[src/rtl/core/explicit_diffusion_step_1d_assert.svh]
// Assertion macros for the diffusion step block
`ifndef EXPLICIT_DIFFUSION_STEP_1D_ASSERT_SVH
`define EXPLICIT_DIFFUSION_STEP_1D_ASSERT_SVH
`ifndef ASSERT_OFF
`define EDS_ASSERT_IMPL(label, ante, cons) \
  label: assert property (@(posedge clk) disable iff (rst) (ante) |-> (cons)) \
    else $error("explicit_diffusion_step_1d: same-cycle check failed");
`define EDS_ASSERT_NEXT(label, ante, cons) \
  label: assert property (@(posedge clk) disable iff (rst) (ante) |=> (cons)) \
    else $error("explicit_diffusion_step_1d: next-cycle check failed");
`else
`define EDS_ASSERT_IMPL(label, ante, cons)
`define EDS_ASSERT_NEXT(label, ante, cons)
`endif
`endif

[src/rtl/core/eds_pkg.sv]
// Shared types and constants of the diffusion step block
package eds_pkg;

  localparam int ACC_W   = 128;
  localparam int CAND_W  = 36;
  localparam int PADDR_W = 5;

  localparam logic [1:0] OP_LOAD = 2'd0;
  localparam logic [1:0] OP_STEP = 2'd1;
  localparam logic [1:0] OP_READ = 2'd2;

  localparam logic [1:0] STATUS_OK       = 2'd0;
  localparam logic [1:0] STATUS_INVALID  = 2'd1;
  localparam logic [1:0] STATUS_NEGATIVE = 2'd2;
  localparam logic [1:0] STATUS_OVERFLOW = 2'd3;

  localparam logic [2:0] REG_ACTIVE_NODES = 3'd0;
  localparam logic [2:0] REG_LEFT_DIR     = 3'd1;
  localparam logic [2:0] REG_RIGHT_DIR    = 3'd2;
  localparam logic [2:0] REG_LEFT_BV      = 3'd3;
  localparam logic [2:0] REG_RIGHT_BV     = 3'd4;
  localparam logic [2:0] REG_LEFT_D       = 3'd5;
  localparam logic [2:0] REG_RIGHT_D      = 3'd6;

  localparam logic [1:0] SH_0  = 2'd0;
  localparam logic [1:0] SH_32 = 2'd1;
  localparam logic [1:0] SH_64 = 2'd2;

  typedef struct packed {
    logic [1:0]  opcode;
    logic [5:0]  node_index;
    logic [31:0] load_concentration;
    logic [31:0] load_face_conductance;
    logic [31:0] load_inverse_volume;
    logic [31:0] time_step;
  } req_t;

  typedef struct packed {
    logic [1:0]  status;
    logic [31:0] node_concentration_out;
  } rsp_t;

  typedef struct packed {
    logic [6:0]         active_nodes;
    logic               left_is_dirichlet;
    logic               right_is_dirichlet;
    logic signed [31:0] left_boundary_value;
    logic signed [31:0] right_boundary_value;
    logic [31:0]        left_end_diffusivity;
    logic [31:0]        right_end_diffusivity;
  } cfg_t;

  typedef struct packed {
    logic        en;
    logic        clr;
    logic [1:0]  sh;
    logic [31:0] op_a;
    logic [31:0] op_b;
  } mac_op_t;

endpackage

[src/rtl/core/eds_mac.sv]
// Shared 32x32 multiplier with shifted 128-bit accumulator
module eds_mac import eds_pkg::*; (
  input  logic             clk,
  input  logic             rst,
  input  mac_op_t          op,
  output logic [ACC_W-1:0] acc
);

  logic [63:0]      prod;
  logic             p_en;
  logic             p_clr;
  logic [1:0]       p_sh;
  logic [ACC_W-1:0] addend;
  logic [ACC_W-1:0] base;

  always_ff @(posedge clk) begin
    if (rst) begin
      p_en <= 1'b0;
    end else begin
      p_en <= op.en;
    end
  end

  always_ff @(posedge clk) begin
    if (op.en) begin
      prod  <= 64'(op.op_a) * 64'(op.op_b);
      p_clr <= op.clr;
      p_sh  <= op.sh;
    end
    if (p_en) begin
      acc <= base + addend;
    end
  end

  always_comb begin
    base = p_clr ? '0 : acc;
    case (p_sh)
      SH_32:   addend = ACC_W'(prod) << 32;
      SH_64:   addend = ACC_W'(prod) << 64;
      default: addend = ACC_W'(prod);
    endcase
  end

endmodule

[config.mk]
export PLATFORM = sky130hd
export DESIGN_NAME = eds_mac
export DESIGN_NICKNAME = d
export VERILOG_FILES = /design/src/rtl/core/explicit_diffusion_step_1d_assert.svh /design/src/rtl/core/eds_pkg.sv /design/src/rtl/core/eds_mac.sv
export SDC_FILE = /design/constraint.sdc
export NUM_CORES = 2
export LEC_CHECK = 0
export BUFFER_PORTS_ARGS = -buffer_cell sky130_fd_sc_hd__clkbuf_2
export CAP_MARGIN = 10
export CORE_MARGIN = 1
export CORE_UTILIZATION = 55
export DETAILED_ROUTE_END_ITERATION = 12
export PLACE_DENSITY = 0.74
export SLEW_MARGIN = 20
export SYNTH_ARGS = -nofsm -noshare
export SYNTH_HDL_FRONTEND = slang
export SYNTH_SLANG_ARGS = --single-unit
[constraint.sdc]
create_clock -name clk -period 12.8 [get_ports clk]
set_clock_uncertainty 0.2 [all_clocks]
set_input_delay 1.28 -clock clk [delete_from_list [all_inputs] [get_ports clk]]
set_output_delay 1.28 -clock clk [all_outputs]
set_load 0.02 [all_outputs]
Word-level counts from Yosys, hierarchy flattened
Index checks and enable logic that the tools add are counted.
{ "word_totals": {"ff_bits": 196, "latchBits": 0, "mem_bits_rw": 0, "romBits": 0, "in_bits": 70, "output_inout_bits": 128, "word_cells": 11, "n_memories": 0} }
{ "op_classes": {"add_sub_neg": 1, "n_mul": 1, "div_mod_pow": 0, "magnitude_cmp": 0, "n_eq_ne": 2, "shift": 0, "mux": 2, "n_bitwise": 0, "n_reduce_logical": 0} }
{ "ops": {"columns": ["operator", "n"], "rows": [
  ["128-bit one-hot mux with 2 select lines", 1],
  ["128-bit adder", 1],
  ["128-bit two-way mux", 1],
  ["32-bit by 32-bit multiplier with 64-bit output", 1],
  ["2-bit by 1-bit == test with 1-bit output, second input constant", 1],
  ["2-bit == test, second input constant", 1]
]} }

Depth between registers and ports, before layout
{ "depth": {"word_depth": 3, "ltp_mapped": 29, "mapped_depth_nobuf": 27} }

Least setup slack after synthesis
OpenSTA, ideal clock, no wires.
{ "synth_path": {"path_kind": "input-to-reg", "from": "in op[5] (netlist name)", "to": "reg prod[53] (data pin)", "setup_ps": 260, "t_arrival_ps": 8113, "required_time_ps": 12340, "setup_slack_ps": 4227, "stages": 27, "n_path_buf": 2, "path_cell_list": "clkbuf_1 > and2_1 > fa_1 > fa_1 > fa_1 > inv_1 > fa_1 > inv_1 > fa_1 > inv_1 > fa_1 > inv_1 > fa_1 > fa_1 > ha_1 > clkbuf_1 > nand4_1 > nor4_1 > a21oi_1 > o211ai_1 > a21oi_1 > o2111a_1 > o41ai_1 > nand4_1 > o21ai_1 > a21oi_1 > xnor2_1"} }
{ "synth_via": {"elab_chain_cells": 1} }
{ "synth_lines": {"columns": ["item", "line", "text"], "rows": [
  ["from (decl)", "eds_mac.sv:5", "input mac_op_t op,"],
  ["32-bit by 32-bit multiplier with 64-bit output", "eds_mac.sv:26", "prod <= 64'(op.op_a) * 64'(op.op_b);"],
  ["to (signal assigned)", "eds_mac.sv:26", null],
  ["to (decl)", "eds_mac.sv:9", "logic [63:0] prod;"]
]} }
No other way between the ends.
A chain may end at the register's enable or synchronous reset.

Worst setup path in the final report
{ "layout_path": {"from": "in op[7] (netlist name)", "to": "reg prod[62] (data pin)"} }
The elaborated chain is that of the path after synthesis.

==> flow_summary.json <==
{
  "syn_avg_cell_area_sq_um": 9.04,
  "die_w_um": 302,
  "yosys_warnings": 0,
  "dr_total_vias": 39100,
  "max_stage_delay_ns": 0.55,
  "finalSetupViolCount": 0,
  "rsz0062_at_grt": "no",
  "synth_cell_types": 75,
  "worstSkewPairLatency_ns": 0.48,
  "cp.arrival_ns": 9.30,
  "drtAntennaViolNets": 0,
  "end_kind": "register",
  "crit_slowest_cell": "clkbuf_2",
  "crit_top_cell": "fa_1",
  "h-tree-depth": 4,
  "drtIter0Drc": 3235,
  "ctsResizeCount": 0,
  "fmax_ghz": 0.108,
  "yosysSeqAreaShare_pct": 11.9,
  "wl_um": 155000,
  "layout_min_cycle_time_ns": 9.29,
  "clk_pin_slew_ns": 0.08,
  "synth_edf_count": 195,
  "synthesis.area_sq_um": 49400,
  "route.detailed.drc": 20,
  "row_count": 109,
  "portBuffers": 197,
  "cts_tree": "yes",
  "track_usage_pct": 34.7,
  "die_area_sq_um": 91000,
  "grt_overflow_total": 0,
  "grt_max_degree": 81,
  "cts-root-buf": "clkbuf_16",
  "grt_first_pass_wirelength_um": 237000,
  "io_pins": 198,
  "hold_violations": 0,
  "clock-sinks": 196,
  "status": "finished, violations left",
  "cts.path.max_buffers": 2,
  "cp-start-kind": "primary input",
  "drv_slew": 0,
  "netlist_instances": 5460,
  "ys_ff_latch": 196,
  "path_max_fanout": 32,
  "synthArstFlopShare_pct": 0,
  "tightest_slew_ns": 1.17,
  "num_antenna_cells": 0,
  "start_util_pct": 55.7,
  "synth_top_flop_cell": "edfxtp_1",
  "cts_buffers": 17,
  "drt-wirelength-per-cell_um": 23.6,
  "setup_tns_ns": 0,
  "vias_per_cell": 5.96,
  "cp.required_ns": 12.82,
  "area_growth_pct": 4.13,
  "post-cts-setup-buffer-count": 0,
  "final_nets": 6744,
  "cts_hold_buf": 0,
  "slew-limit-headroom_pct": 22.0,
  "drive_gt1_share_pct": 5.39,
  "synthesis.nets": 6819,
  "critPathKind": "in2reg",
  "place.gp.congestion": 1.00,
  "failed_checks": "design-rule violations",
  "maxCapViolCount": 0,
  "antenna_found_initial": 4,
  "fp.dieH_um": 302,
  "finalCritPeriodShare_pct": 72.6,
  "drt_first_pass_iters": 10,
  "hold_class": "reg2reg",
  "grt_pass1_vias": 40300,
  "core_sq_um": 88600,
  "hpwl_um": 119000
}
-- metal layers --
| metal | share of wire (%) | wire, um | global-route usage (%) |
|---|---|---|---|
| met1 | 39 | 60300 | 45.6 |
| met5 | 0.0045 | 7 | 0 |
| met3 | 9.9 | 15300 | 6.98 |
| met2 | 46 | 70600 | 55.0 |
| met4 | 5.7 | 8760 | 16.6 |
-- synthesized netlist by cell type, types with 63 or more instances --
cell | number | area [sq um]
xnor2_1 | 115 | 1010
and2_1 | 668 | 4180
nand2_1 | 596 | 2240
o21ai_0 | 132 | 661
edfxtp_1 | 195 | 5860
a22o_1 | 63 | 552
fa_1 | 897 | 18000
a21oi_1 | 267 | 1340
nand4_1 | 75 | 469
nor2_1 | 125 | 469
inv_1 | 914 | 3430
nor2b_1 | 140 | 876
xor2_1 | 68 | 596
clkbuf_1 | 313 | 1170
ha_1 | 392 | 4900
a21o_1 | 105 | 788
-- flip-flops by register name (all words and copies together) (netlist names) --
register / flops
acc: 128
prod: 64
p_sh: 2
p_clr: 1
p_en: 1
-- critical path: cells and delay by family --
family          cells  cell delay, ns
buf+inv             5            0.77
fa+ha+maj           9            4.19
xor+xnor            1            0.12
simple gates        3            0.78
compound gates      8            2.15
-- path summary, 6_finish.rpt --
check / startpoint / end / slack, ns / depth (start not counted)
setup / recovery: op[7] / prod[62] / 3.51 / 26
hold / removal: acc[0] / acc[0] / 0.58 / 2
setup reg to reg: p_sh[1] / acc[127] / 6.57 / 17
hold reg to reg: acc[0] / acc[0] / 0.58 / 2
-- cells by family after synthesis --
family | synth area share [%]
xor gates and xnor gates | 3.25
AOI/OAI and AO/OA | 10.7
adders and majority gates | 46.3
buffers and inverters | 9.38
DFF | 11.9
and+or+nand+nor | 18.5
-- layout by cell type, fill, tap and decap left out, types with 7 or more instances in the layout --
master	count
o21ai_1	12
or3_1	12
xor2_1	68
nor3_1	21
a21o_1	105
a21boi_0	8
nand2_1	596
nand3_1	42
a31oi_1	20
fa_1	897
a211oi_1	13
nor2_1	125
nand4_1	75
o21a_1	33
o211ai_1	11
and2_1	668
xnor2_1	115
and4_1	7
o31a_1	7
a221oi_1	8
clkbuf_2	196
and3_1	15
a22o_1	63
o21bai_1	57
o21ai_0	132
or2_2	9
ha_1	391
nor2b_1	138
a21oi_1	267
o31ai_1	8
clkbuf_16	17
nand2b_1	18
nor4_1	11
edfxtp_1	195
inv_1	914
buf_4	28
-- metrics by stage --
| step | area [sq um] | std cells | hold slack [ns] | setup slack (ns) | util [%] |
|---|---|---|---|---|---|
| floorplan | 49400 | 5460 | 0.465 | 4.23 | - |
| global placement | 50800 | 6531 | 0.524 | 3.28 | 57.4 |
| detailed placement | 50800 | 6531 | 0.560 | 3.14 | 57.4 |
| CTS | 51400 | 6563 | 0.585 | 3.65 | 58.0 |
| global route | 51400 | 6563 | 0.620 | 3.25 | 58.0 |
| finish | 51400 | 6563 | 0.582 | 3.51 | 58.0 |
-- area by class of cell --
type	instances	area, sq um
clock buffer	17	425
clock inverter	15	144
fill	7904	37200
inverter	914	3430
multi-input combinational	4031	38900
sequential	196	5880
tap	1165	1460
timing repair buffer	225	1200
Power is not shown: default switching activity piles up to over one toggle a cycle in this logic, so the estimate is an artifact.
