--- src/rtl/core/explicit_diffusion_step_1d_assert.svh ---
// Assertion macros for the diffusion step block
`ifndef EXPLICIT_DIFFUSION_STEP_1D_ASSERT_SVH
`define EXPLICIT_DIFFUSION_STEP_1D_ASSERT_SVH
`ifndef ASSERT_OFF
`define EDS_ASSERT_IMPL(label, ante, cons) \
  label: assert property (@(posedge clk) disable iff (rst) (ante) |-> (cons)) \
    else $error("explicit_diffusion_step_1d: same-cycle check failed");
`define EDS_ASSERT_NEXT(label, ante, cons) \
  label: assert property (@(posedge clk) disable iff (rst) (ante) |=> (cons)) \
    else $error("explicit_diffusion_step_1d: next-cycle check failed");
`else
`define EDS_ASSERT_IMPL(label, ante, cons)
`define EDS_ASSERT_NEXT(label, ante, cons)
`endif
`endif

--- src/rtl/core/eds_pkg.sv ---
// Shared types and constants of the diffusion step block
package eds_pkg;

  localparam int ACC_W   = 128;
  localparam int CAND_W  = 36;
  localparam int PADDR_W = 5;

  localparam logic [1:0] OP_LOAD = 2'd0;
  localparam logic [1:0] OP_STEP = 2'd1;
  localparam logic [1:0] OP_READ = 2'd2;

  localparam logic [1:0] STATUS_OK       = 2'd0;
  localparam logic [1:0] STATUS_INVALID  = 2'd1;
  localparam logic [1:0] STATUS_NEGATIVE = 2'd2;
  localparam logic [1:0] STATUS_OVERFLOW = 2'd3;

  localparam logic [2:0] REG_ACTIVE_NODES = 3'd0;
  localparam logic [2:0] REG_LEFT_DIR     = 3'd1;
  localparam logic [2:0] REG_RIGHT_DIR    = 3'd2;
  localparam logic [2:0] REG_LEFT_BV      = 3'd3;
  localparam logic [2:0] REG_RIGHT_BV     = 3'd4;
  localparam logic [2:0] REG_LEFT_D       = 3'd5;
  localparam logic [2:0] REG_RIGHT_D      = 3'd6;

  localparam logic [1:0] SH_0  = 2'd0;
  localparam logic [1:0] SH_32 = 2'd1;
  localparam logic [1:0] SH_64 = 2'd2;

  typedef struct packed {
    logic [1:0]  opcode;
    logic [5:0]  node_index;
    logic [31:0] load_concentration;
    logic [31:0] load_face_conductance;
    logic [31:0] load_inverse_volume;
    logic [31:0] time_step;
  } req_t;

  typedef struct packed {
    logic [1:0]  status;
    logic [31:0] node_concentration_out;
  } rsp_t;

  typedef struct packed {
    logic [6:0]         active_nodes;
    logic               left_is_dirichlet;
    logic               right_is_dirichlet;
    logic signed [31:0] left_boundary_value;
    logic signed [31:0] right_boundary_value;
    logic [31:0]        left_end_diffusivity;
    logic [31:0]        right_end_diffusivity;
  } cfg_t;

  typedef struct packed {
    logic        en;
    logic        clr;
    logic [1:0]  sh;
    logic [31:0] op_a;
    logic [31:0] op_b;
  } mac_op_t;

endpackage

--- src/rtl/core/eds_cfg.sv ---
// APB configuration registers
module eds_cfg import eds_pkg::*; (
  input  logic               clk,
  input  logic               rst,
  input  logic               psel,
  input  logic               penable,
  input  logic               pwrite,
  input  logic [PADDR_W-1:0] paddr,
  input  logic [31:0]        pwdata,
  output logic [31:0]        prdata,
  output logic               pready,
  output cfg_t               cfg
);

  assign pready = 1'b1;

  always_ff @(posedge clk) begin
    if (rst) begin
      cfg.active_nodes          <= 7'd64;
      cfg.left_is_dirichlet     <= 1'b0;
      cfg.right_is_dirichlet    <= 1'b0;
      cfg.left_boundary_value   <= '0;
      cfg.right_boundary_value  <= '0;
      cfg.left_end_diffusivity  <= '0;
      cfg.right_end_diffusivity <= '0;
    end else if (psel && penable && pwrite) begin
      case (paddr[4:2])
        REG_ACTIVE_NODES: cfg.active_nodes          <= pwdata[6:0];
        REG_LEFT_DIR:     cfg.left_is_dirichlet     <= pwdata[0];
        REG_RIGHT_DIR:    cfg.right_is_dirichlet    <= pwdata[0];
        REG_LEFT_BV:      cfg.left_boundary_value   <= pwdata;
        REG_RIGHT_BV:     cfg.right_boundary_value  <= pwdata;
        REG_LEFT_D:       cfg.left_end_diffusivity  <= pwdata;
        REG_RIGHT_D:      cfg.right_end_diffusivity <= pwdata;
        default: ;
      endcase
    end
  end

  always_comb begin
    case (paddr[4:2])
      REG_ACTIVE_NODES: prdata = 32'(cfg.active_nodes);
      REG_LEFT_DIR:     prdata = 32'(cfg.left_is_dirichlet);
      REG_RIGHT_DIR:    prdata = 32'(cfg.right_is_dirichlet);
      REG_LEFT_BV:      prdata = cfg.left_boundary_value;
      REG_RIGHT_BV:     prdata = cfg.right_boundary_value;
      REG_LEFT_D:       prdata = cfg.left_end_diffusivity;
      REG_RIGHT_D:      prdata = cfg.right_end_diffusivity;
      default:          prdata = '0;
    endcase
  end

endmodule

--- config.mk ---
export PLATFORM = sky130hd
export DESIGN_NAME = eds_cfg
export DESIGN_NICKNAME = d
export VERILOG_FILES = /design/src/rtl/core/explicit_diffusion_step_1d_assert.svh /design/src/rtl/core/eds_pkg.sv /design/src/rtl/core/eds_cfg.sv
export SDC_FILE = /design/constraint.sdc
export NUM_CORES = 1
export LEC_CHECK = 0
export CORE_MARGIN = 1.5
export CORE_UTILIZATION = 35
export DETAILED_ROUTE_END_ITERATION = 8
export DONT_BUFFER_PORTS = 1
export PLACE_DENSITY = 0.58
export RECOVER_POWER = 100
export SLEW_MARGIN = 40
export SYNTH_ARGS = -nofsm -noshare
export SYNTH_HDL_FRONTEND = slang
export SYNTH_SLANG_ARGS = --single-unit
--- constraint.sdc ---
create_clock -name clk -period 3.31 [get_ports clk]
set_input_delay 0.331 -clock clk [delete_from_list [all_inputs] [get_ports clk]]
set_output_delay 0.331 -clock clk [all_outputs]
set_load 0.1 [all_outputs]
After elaboration in Yosys (flattened, before gate mapping) --
Cells that the tools add are included.
Word-level totals: output and inout bits 170, logic and storage cells 24, bits of input ports 42, register bits 137
Operators by class: equal/unequal tests 6, muxes and demuxes 1, reductions and logical operators 10
Operators by type and width (count):
- 32-bit case mux with 7 select lines | 1
- 2-bit AND reduction | 7
- 3-bit == test (second input constant) | 3
- 3-bit by 2-bit == test with 1-bit output (second input constant) | 2
- 3-bit by 1-bit == test with 1-bit output (second input constant) | 1
- 3-bit logical NOT | 1
- 1-bit logical AND | 2

Logic depth before layout (Yosys ltp) --
Gate-level depths: netlist of the first run.
depth in word-level cells 3, gate-level depth with buffers 6, depth with buffers taken out 3

Worst setup path before layout of the first run --
Ideal clock, no wire load.
kind register to output, start register cfg[1] in the netlist's numbering, end output port prdata[1], stages on the path, launching flop included 4, required time 2979 ps, data arrival time 2804 ps, setup slack 175 ps, buffers on the path 0, path through dfxtp_1 -> mux2i_1 -> a2bb2oi_1 -> a21oi_1
On the way: word-level cells in the longest chain between the ends 1
Ends and longest elaborated chain:
- start: declaration | RTL line eds_cfg.sv:12 | output cfg_t cfg
- 32-bit case mux with 7 select lines | RTL line eds_cfg.sv:41 | case (paddr[4:2])
- end: declaration | RTL line eds_cfg.sv:10 | output logic [31:0] prdata,
No other way between the ends.

Final worst setup path of the first run --
start register cfg[2] in the netlist's numbering, end output port prdata[2]
Same word-level chain as after synthesis.

==> results of run 1 <==
==> stage by stage <==
stage / cells / hold WS [ns] / power [W]
CTS: 1029 / 0.0738 / 0.00399
floorplan: 649 / 0.492 / 0.00199
global route: 1029 / 0.0989 / 0.00406
finish: 1029 / 0.0826 / 0.00395
global placement: 997 / 0.503 / 0.00202
detailed placement: 997 / 0.506 / 0.00202
==> cell families after synthesis <==
kind of cell,after synthesis,share of synthesized area (%)
flops,137,42.2
other cells,1,0.0576
mux,171,26.3
buf+inv,55,4.56
compound gates,45,5.21
simple gates,240,21.7
==> power breakdown <==
part | total (W) | switching (W) | leakage (nW) | internal (W)
clock network | 0.00197 | 0.000747 | 0.293 | 0.00122
logic | 0.000312 | 0.000221 | 2.43 | 0.0000909
registers | 0.00166 | 0.00000355 | 1.10 | 0.00166
total | 0.00395 | 0.000971 | 3.82 | 0.00298
==> critical path: stages, from the launching register on <==
cell and delay (ns):
dfxtp_1 0.31, buf_4 0.29, mux2i_1 0.12, a2bb2oi_1 0.15, a21oi_2 0.16, clkbuf_1 0.87
==> cells in the mapped netlist <==
cell type  count
clkbuf_1      24
dfxtp_1      137
buf_1          1
buf_4          6
nand2b_1     169
and3b_1        1
nand3_4        1
nor2_1         4
mux2i_1      169
nand3_1       25
a21oi_1        6
and2_4         1
nand2_1       30
mux2_2         2
conb_1         1
nor2b_1        2
a32oi_1        1
a221oi_1       6
o211ai_1      26
and2_1         2
and4_1         1
nor2b_2        1
buf_2         18
and4b_1        1
a2bb2oi_1      6
nand2_2        2
buf_6          6
==> final timing paths <==
kind | end | slack [ns]
hold / removal | cfg[136]$_SDFFE_PP1P_ | 0.08
hold reg to reg | cfg[9]$_SDFFE_PP0P_ | 0.73
setup reg to reg | cfg[47]$_SDFFE_PP0P_ | 1.61
setup / recovery | prdata[2] | 0.64
==> cell type report <==
cell class	instances	share of cell area [%]
clock buffers	21	5.38
repair buffers	174	16.8
clock inverters	11	1.71
flip-flops and latches	137	32.1
well taps	229	3.35
multi-input cells	457	40.7
==> per-layer routing <==
metal / vias up / track usage, %
met3: 30 / 6.37
met1: 2557 / 24.2
met4: 0 / 8.34
met2: 197 / 34.5
met5: - / 0
li1: 2496 / -
==> results by group, run 1 <==
Routing
  – Final wirelength: 19,500 um
  – Via Count: 5,280
  – Met1 WL: 8160 um
  – Post-route ant nets: 0
  – DR pass1 iterations: 6
  – DR WL/cell: 19.0 um
  – Highest Signal Layer: met4
  – Initial DRC count: 307
  – WL met2: 9370 um
  – Drt drc: 14
  – Vias per cell: 5.13
  – WL met3: 1620 um

Timing
  – Slew Viols, Final: 53
  – Max Fclk: 0.375 GHz
  – Total negative slack: 0 ns
  – Clk_skew: 0 ns
  – Worst slew pin tran: 2.44 ns
  – Worst setup margin: 0.641 ns
  – Fin crit share: 80.6%
  – Unrepaired setup endpoints after global routing: no
  – Minimum clock period: 2.67 ns
  – Setup Viol. Count Final: 0
  – Relative slew slack: -62.7%
  – Final Hold Viols: 0

Final layout
  – Top Registers: cfg: 137 flops
  – Layout filler cell count: 1,663
  – Layout area overhead: 31.5%
  – Share of post-route cells with drive strength above 1: 18.3%
  – Multi-input gate area: 0.00348 mm^2
  – Max FFs per register: 137
  – Final #Nets: 829
  – Post-route core utilization: 47.3%
  – Post-route cell area: 0.00855 mm^2
  – Sequential cell area: 0.00274 mm^2
  – Most frequent cells in the layout: 169 x mux2i_1, 169 x nand2b_1, 137 x dfxtp_1
  – Most flop-heavy register: cfg
  – Inserted Diodes: 0

Global routing
  – First-pass GRT wire length: 31,000 um
  – Antenna violations before repair: 0
  – GRT overflow: 0
  – Total Routing Usage GR: 20.5%
  – Vias in the first global route: 5,633
  – Largest net degree at the start of global routing: 171

Worst hold path
  – Min-delay src: pwdata[6]
  – Hold Crit Class: input port to flip-flop
  – Hold Crit Depth: 2

Floorplanning
  – Die Y: 139 um
  – Initial core utilization: 36.0%
  – Ports: 212
  – Die width: 139 um
  – Core box area: 0.0181 mm^2
  – Core Rows: 49
  – Die area: 0.0194 mm^2

Clocking
  – TritonCTS Sinks: 137
  – Clk pin slew, worst setup/hold paths: 0.06 ns
  – H-tree levels: 4
  – Clock latency on the worst-skew pair: 0.42 ns
  – Post-CTS setup buffers: 0
  – CTS max path bufs: 2
  – TritonCTS Buffers: 17
  – Root Driver: clkbuf_16
  – CTS resizes: 0
  – CTS tree: done
  – Hold_buf cts: 0

Setup path
  – Worst setup SP type: flip-flop
  – Worst EP arrival: 2.34 ns
  – Setup Crit Path Kind: flip-flop to output pin
  – Crit Path Max Fanout: 3
  – Worst reg2reg path depth: 3
  – Req. time, crit path: 2.98 ns
  – Worst Setup SP: cfg[2]$_SDFFE_PP0P_
  – CP endpoint kind: output pin
  – FF-to-FF Start: cfg[47]$_SDFFE_PP0P_

Place
  – Post-DP HPWL: 12,800 um
  – Post-place setup slack: 1.17 ns
  – # port buffers: 0
  – DP Area: 0.00830 mm^2
  – RePlAce Congestion: 0.816

Yosys
  – Mapped Area: 0.00651 mm^2
  – Synthesis-stage register bit count: 137
  – Mapped Cells: 649
  – Yosys cell types: 27
  – Syn Nets: 691
  – Cell taking the most area after synthesis: dfxtp_1
  – Yosys top cell area share: 42.2%
  – Mean Syn Cell Area: 10.0 um^2
  – YS warnings: 0
  – Synth area leaders: dfxtp_1 42%, mux2i_1 26%, nand2b_1 16%
  – Register area share after synthesis: 42.2%

Run status
  – Run status: finished, violations left
  – Failing checks: DRC, capacitance limit, slew limit

Power and ir drop
  – Pwr dens: 461 mW/mm^2
  – VDD IR max: 0.000343 V
  – Lkg Pwr: 3.82 nW

Job
  – Max Cap Viol: 3
Note: power is estimated with default switching activity, not from simulation.
==> inputs of run 2 (changes only) <==
ABC_AREA = 1   (was not set)
PLACE_DENSITY = 0.6   (was 0.58)
clock period = 2.26 ns   (was 3.31 ns; I/O delays follow)
==> results by group, run 2 <==
Run status
  – Run status: finished, violations left
  – Failing checks: DRC

Timing
  – Fin crit share: 84.3%
  – Minimum clock period: 1.91 ns
  – Relative slew slack: 11.6% (+74 points)
  – Setup Viol. Count Final: 0 (unchanged)
  – Worst setup margin: 0.355 ns (-0.287 ns)
  – Slew Viols, Final: 0 (-100%)
  – Clk_skew: 0 ns (unchanged)
  – Max Fclk: 0.525 GHz
  – Hold_ws: 0.0716 ns (-0.0110 ns)
  – Total negative slack: 0 ns (unchanged)
  – Final Hold Viols: 0 (unchanged)
  – Worst slew pin tran: 1.33 ns (-1.11 ns)
  – Unrepaired setup endpoints after global routing: no

Setup path
  – Crit Path Max Fanout: 2 (-1)
  – WP buf/inv: 1 (-1)
  – Worst setup SP type: flip-flop
  – Worst-path cell chain: clkbuf_1
  – Worst Setup SP: cfg[0]$_SDFFE_PP0P_
  – Setup Crit Path Kind: flip-flop to output pin
  – Worst EP arrival: 1.68 ns (-0.66 ns)
  – Critical path's largest stage delay: 0.94 ns (+0.07 ns)
  – CP delay by family, top: buffers and inverters
  – FF-to-FF Start: cfg[136]$_SDFFE_PP1P_
  – Worst reg2reg path depth: 3 (unchanged)
  – CP endpoint kind: output pin
  – Req. time, crit path: 2.03 ns (-0.95 ns)
  – Critical-path top delay cell: clkbuf_1
  – Crit path depth: 1 (-4)

Clocking
  – Hold_buf cts: 1 (+1)
  – H-tree levels: 4 (unchanged)
  – TritonCTS Sinks: 137 (unchanged)
  – TritonCTS Buffers: 17 (unchanged)
  – Clock latency on the worst-skew pair: 0.41 ns (about the same)
  – CTS resizes: 0 (unchanged)
  – CTS tree: done
  – Post-CTS setup buffers: 0 (unchanged)
  – Root Driver: clkbuf_16
  – Clk pin slew, worst setup/hold paths: 0.06 ns (about the same)
  – CTS max path bufs: 2 (unchanged)

Routing
  – DR WL/cell: 15.6 um (-18%)
  – Drt drc: 15 (+1)
  – Via Count: 6,801 (+29%)
  – Initial DRC count: 365 (+19%)
  – Post-route ant nets: 0 (unchanged)
  – Final wirelength: 21,700 um (+11%)
  – DR pass1 iterations: 7 (+1)
  – Vias per cell: 4.88 (-4.9%)

Floorplanning
  – Core Rows: 49 (unchanged)
  – Initial core utilization: 35.8% (-0.16 points)
  – Die area: 0.0193 mm^2 (-0.43%)
  – Die Y: 139 um (-0.22%)
  – Die width: 139 um (-0.22%)
  – Core box area: 0.0181 mm^2 (unchanged)
  – Ports: 212 (unchanged)

Place
  – Post-place setup slack: 0.763 ns (-0.403 ns)
  – # port buffers: 0 (unchanged)
  – Post-DP HPWL: 13,800 um (+8.1%)
  – RePlAce Congestion: 0.809 (-0.80%)

Global routing
  – Vias in the first global route: 6,373 (+13%)
  – GRT overflow: 0 (unchanged)
  – Total Routing Usage GR: 22.6% (+2.1 points)
  – Antenna violations before repair: 0 (unchanged)
  – Largest net degree at the start of global routing: 138 (-19%)
  – First-pass GRT wire length: 34,300 um (+11%)

Power and ir drop
  – VDD IR max: 0.000495 V (+45%)
  – Power Total: 0.00564 W (+43%)
  – Lkg Pwr: 3.44 nW (-10%)
  – Pwr dens: 684 mW/mm^2 (+48%)

Final layout
  – Sequential cell area: 0.00274 mm^2 (unchanged)
  – Layout area overhead: 27.2%
  – Top Registers: cfg: 137 flops
  – Leading cell type in the layout, fill and taps excluded: nand2_1
  – Post-route core utilization: 45.6% (-1.7 points)
  – Inserted Diodes: 0 (unchanged)
  – Layout filler cell count: 1,969 (+18%)
  – Max FFs per register: 137 (unchanged)
  – Final #Nets: 1,198 (+45%)
  – Multi-input gate area: 0.00316 mm^2 (-9.2%)
  – Most flop-heavy register: cfg
  – Most frequent cells in the layout: 310 x nand2_1, 290 x nor2_1, 137 x dfxtp_1
  – Share of post-route cells with drive strength above 1: 10.2% (-8.0 points)

Yosys
  – Register area share after synthesis: 42.3% (+0.19 points)
  – Mapped Area: 0.00648 mm^2 (-0.44%)
  – Post-synth top flop: dfxtp_1
  – Async set or reset register ratio after synthesis: 0% (unchanged)
  – YS warnings: 0 (unchanged)
  – Synthesis-stage register bit count: 137 (unchanged)
  – Mapped Cells: 1,021 (+57%)
  – Post-synth EDFFs: 0 (unchanged)
  – Cell taking the most area after synthesis: dfxtp_1
  – Synth cell count leaders: 310 x nand2_1, 290 x nor2_1, 137 x dfxtp_1, 80 x nand4_1, 56 x nand3_1
  – Mean Syn Cell Area: 6.34 um^2 (-37%)
  – Yosys top cell area share: 42.3% (+0.19 points)
  – Synth area leaders: dfxtp_1 42%, nand2_1 18%, nor2_1 17%
  – Yosys cell types: 21 (-22%)
  – Count leader, synth: nand2_1
  – Syn Nets: 1,063 (+54%)

Worst hold path
  – Hold Crit Depth: 4 (+2)
  – Hold Crit Class: input port to flip-flop
  – Min-delay src: pwdata[19]

Job
  – Max Cap Viol: 0 (-3)
## run 2: routing by layer
layer / part of all wire (%) / GRT usage (%)
met5: 0 / 0
met2: 47 / 37.8
met1: 41 / 27.1
met3: 9.5 / 6.70
met4: 1.8 / 9.13
## run 2: cell families (layout without fill, tap and decap cells)
logic type	count (synthesis)	count (layout)	share of synthesized area, %
DFF	137	137	42.3
buffers and inverters	129	272	8.83
and+or+nand+nor	745	745	48.1
AOI/OAI and AO/OA	9	9	0.695
other	1	1	0.0579
## run 2: worst register-to-register path: stages, from the launching register on
cell	delay, ns
dfxtp_1	0.33
clkbuf_1	0.90
o21ai_0	0.25
nand3_1	0.13
## run 2: final timing paths
path                      endpoint  slack (ns)
max reg2reg  cfg[136]$_SDFFE_PP1P_        0.60
min reg2reg  cfg[119]$_SDFFE_PP0P_        0.73
max                         cfg[0]        0.35
min          cfg[115]$_SDFFE_PP0P_        0.07
## run 2: where the power goes
group          internal, W  total, W  switching [W]
Sequential         0.00245   0.00246      0.0000128
Clock              0.00153   0.00252       0.000991
Combinational     0.000118  0.000652       0.000535
Total              0.00410   0.00564        0.00154
## run 2: through the flow
stage,area (um^2),instances
floorplan,6480,1021
CTS,8790,1393
global route,8240,1393
detailed placement,8260,1365
global placement,8260,1365
finish,8240,1393
## run 2: final cells by class
class                   instances  share of cell area (%)
clock buffers                  22                    5.63
clock inverters                 5                   0.607
inverters                      56                    2.58
multi-input cells             755                    38.4
flip-flops and latches        137                    33.3
well taps                     229                    3.48
repair buffers                189                    16.0
==> inputs of run 3 (changes only) <==
PLACE_DENSITY = 0.58   (was 0.6)
clock period = 1.8 ns   (was 2.26 ns; I/O delays follow)
==> results by group, run 3 (same netlist as run 2, synthesis figures left out) <==
Setup path
  – Worst Setup SP: paddr[3]
  – Setup Crit Path Kind: input port to output pin
  – Worst reg2reg path depth: 3 (unchanged)
  – Reg2reg end: cfg[64]$_SDFFE_PP0P_
  – FF-to-FF Start: cfg[64]$_SDFFE_PP0P_
  – Worst setup SP type: input port
  – Worst EP arrival: 1.42 ns (-0.26 ns)
  – Crit Path Max Fanout: 48 (+46)
  – Crit path to: prdata[21]
  – Internal reg-to-reg setup slack: 0.67 ns (+0.07 ns)
  – CP endpoint kind: output pin
  – Req. time, crit path: 1.62 ns (-0.41 ns)

Timing
  – Setup Viol. Count Final: 0 (unchanged)
  – Worst setup margin: 0.203 ns (-0.152 ns)
  – Relative slew slack: 32.7% (+21 points)
  – Minimum clock period: 1.60 ns
  – Unrepaired setup endpoints after global routing: no
  – Slew Viols, Final: 0 (unchanged)
  – Clk_skew: 0 ns (unchanged)
  – Worst slew pin tran: 1.01 ns (-0.320 ns)
  – Final Hold Viols: 0 (unchanged)
  – Fin crit share: 88.7%
  – Total negative slack: 0 ns (unchanged)
  – Max Fclk: 0.626 GHz

Clocking
  – Clock latency on the worst-skew pair: 0.41 ns (about the same)
  – TritonCTS Buffers: 17 (unchanged)
  – CTS tree: done
  – CTS resizes: 0 (unchanged)
  – CTS max path bufs: 2 (unchanged)
  – TritonCTS Sinks: 137 (unchanged)
  – Post-CTS setup buffers: 0 (unchanged)
  – Hold_buf cts: 2 (+1)
  – Root Driver: clkbuf_16
  – Clk pin slew, worst setup/hold paths: 0.06 ns (about the same)
  – H-tree levels: 4 (unchanged)

Global routing
  – GRT overflow: 0 (unchanged)
  – Total Routing Usage GR: 23.1% (+0.54 points)
  – First-pass GRT wire length: 35,100 um (+2.4%)
  – Antenna violations before repair: 0 (unchanged)
  – Largest net degree at the start of global routing: 70 (-49%)
  – Vias in the first global route: 6,407 (+0.53%)

Power and ir drop
  – Clock Power Share: 47.3% (+2.5 points)
  – Sequential Power Share: 41.5% (-2.2 points)
  – Lkg Pwr: 3.89 nW (+13%)
  – VDD IR max: 0.000615 V (+24%)
  – Pwr dens: 872 mW/mm^2 (+28%)
  – Power Total: 0.00746 W (+32%)
  – Int Pwr: 0.00540 W (+32%)
  – Gate power share: 11.2% (-0.4 points)
  – Net Sw Frac: 27.7% (+0.40 points)
  – Psw: 0.00207 W (+34%)

Worst hold path
  – Hold Crit Class: input port to flip-flop

Routing
  – DR pass1 iterations: 7 (unchanged)
  – Drt drc: 15 (unchanged)
  – WL met2: 10,600 um (+3.6%)
  – Final wirelength: 22,200 um (+2.6%)
  – Via Count: 6,862 (+0.90%)
  – Post-route ant nets: 0 (unchanged)
  – Initial DRC count: 381 (+4.4%)
  – Highest Signal Layer: met4
  – Met1 WL: 9480 um (+5.8%)
  – Vias per cell: 4.90 (+0.32%)
  – WL met3: 1880 um (-9.0%)
  – DR WL/cell: 15.9 um (+2.0%)

Floorplanning
  – Ports: 212 (unchanged)
  – Core box area: 0.0181 mm^2 (unchanged)
  – Core Rows: 49 (unchanged)
  – Die area: 0.0193 mm^2 (unchanged)
  – Initial core utilization: 35.8% (unchanged)
  – Die width: 139 um (unchanged)
  – Die Y: 139 um (unchanged)

Final layout
  – Leading cell type in the layout, fill and taps excluded: nand2_1
  – Most flop-heavy register: cfg
  – Top Registers: cfg: 137 flops
  – Post-route core utilization: 47.3% (+1.8 points)
  – Layout area overhead: 32.1%
  – Inserted Diodes: 0 (unchanged)
  – Layout filler cell count: 1,937 (-1.6%)
  – Final #Nets: 1,201 (+0.25%)
  – Max FFs per register: 137 (unchanged)
  – Share of post-route cells with drive strength above 1: 28.2% (+18 points)
  – Most frequent cells in the layout: 309 x nand2_1, 293 x nor2_1, 127 x clkbuf_2

Place
  – # port buffers: 0 (unchanged)
  – Post-place setup slack: 0.380 ns (-0.383 ns)
  – Post-DP HPWL: 14,300 um (+3.5%)
  – RePlAce Congestion: 0.824 (+1.9%)

Job
  – Max Cap Viol: 0 (unchanged)

Run status
  – Run status: finished, violations left
  – Failing checks: DRC
run 3: cell types whose count changed in the layout (fill, tap and decap cells not counted), sizes merged:
cell and delta:
dlygate4sd3 +1, clkinv +1, clkinvlp +3, clkbuf +7, buf -5, bufinv +1
run 3: worst min path at each step:
| stage | start | endpoint | slack, ns | depth (start not counted) |
|---|---|---|---|---|
| 3_5_place_dp | pwdata[6] | cfg[136]$_SDFFE_PP1P_ | 0.32 | 2 |
| 4_1_cts | pwdata[11] | cfg[11]$_SDFFE_PP0P_ | 0.01 | 4 |
| 6_report | pwdata[16] | cfg[112]$_SDFFE_PP0P_ | 0.02 | 4 |
| 5_1_grt | pwdata[16] | cfg[48]$_SDFFE_PP0P_ | 0.04 | 4 |
| 2_1_floorplan | pwdata[6] | cfg[136]$_SDFFE_PP1P_ | 0.31 | 2 |
| 3_3_place_gp | pwdata[6] | cfg[136]$_SDFFE_PP1P_ | 0.31 | 2 |
run 3: layout make-up:
type	count	area [um^2]	area share [%]
well taps	229	287	3.35
clock inverters	10	119	1.39
repair buffers	192	1440	16.8
clock buffers	22	474	5.54
flip-flops and latches	137	2870	33.6
multi-input cells	755	3150	36.8
inverters	56	220	2.57
run 3: power groups by stage:
stage	sequential, W	combinational [W]	clock [W]
floorplan	0.00346	0.000430	0
global placement	0.00316	0.000872	0
detailed placement	0.00316	0.000875	0
CTS	0.00310	0.000882	0.00358
global route	0.00310	0.000899	0.00369
finish	0.00309	0.000839	0.00353
run 3: through the flow:
step                area [um^2]  cells  hold slack [ns]
floorplan                  6780   1021            0.306
global placement           8580   1367            0.311
detailed placement         8580   1367            0.322
CTS                        9190   1401          0.00976
global route               8560   1401           0.0360
finish                     8560   1401           0.0228
run 3: worst max-delay path: stages:
cell and delay [ns]:
inv_1 0.13, nand2_4 0.07, nor2_4 0.11, buf_12 0.25, nand2_1 0.09, nand4_1 0.09, buf_2 0.44
run 3: metal layers:
| layer | vias up | track usage, % |
|---|---|---|
| met5 | - | 0 |
| met4 | 0 | 7.73 |
| met3 | 19 | 7.35 |
| met2 | 222 | 39.3 |
| met1 | 3122 | 27.6 |
| li1 | 3499 | - |
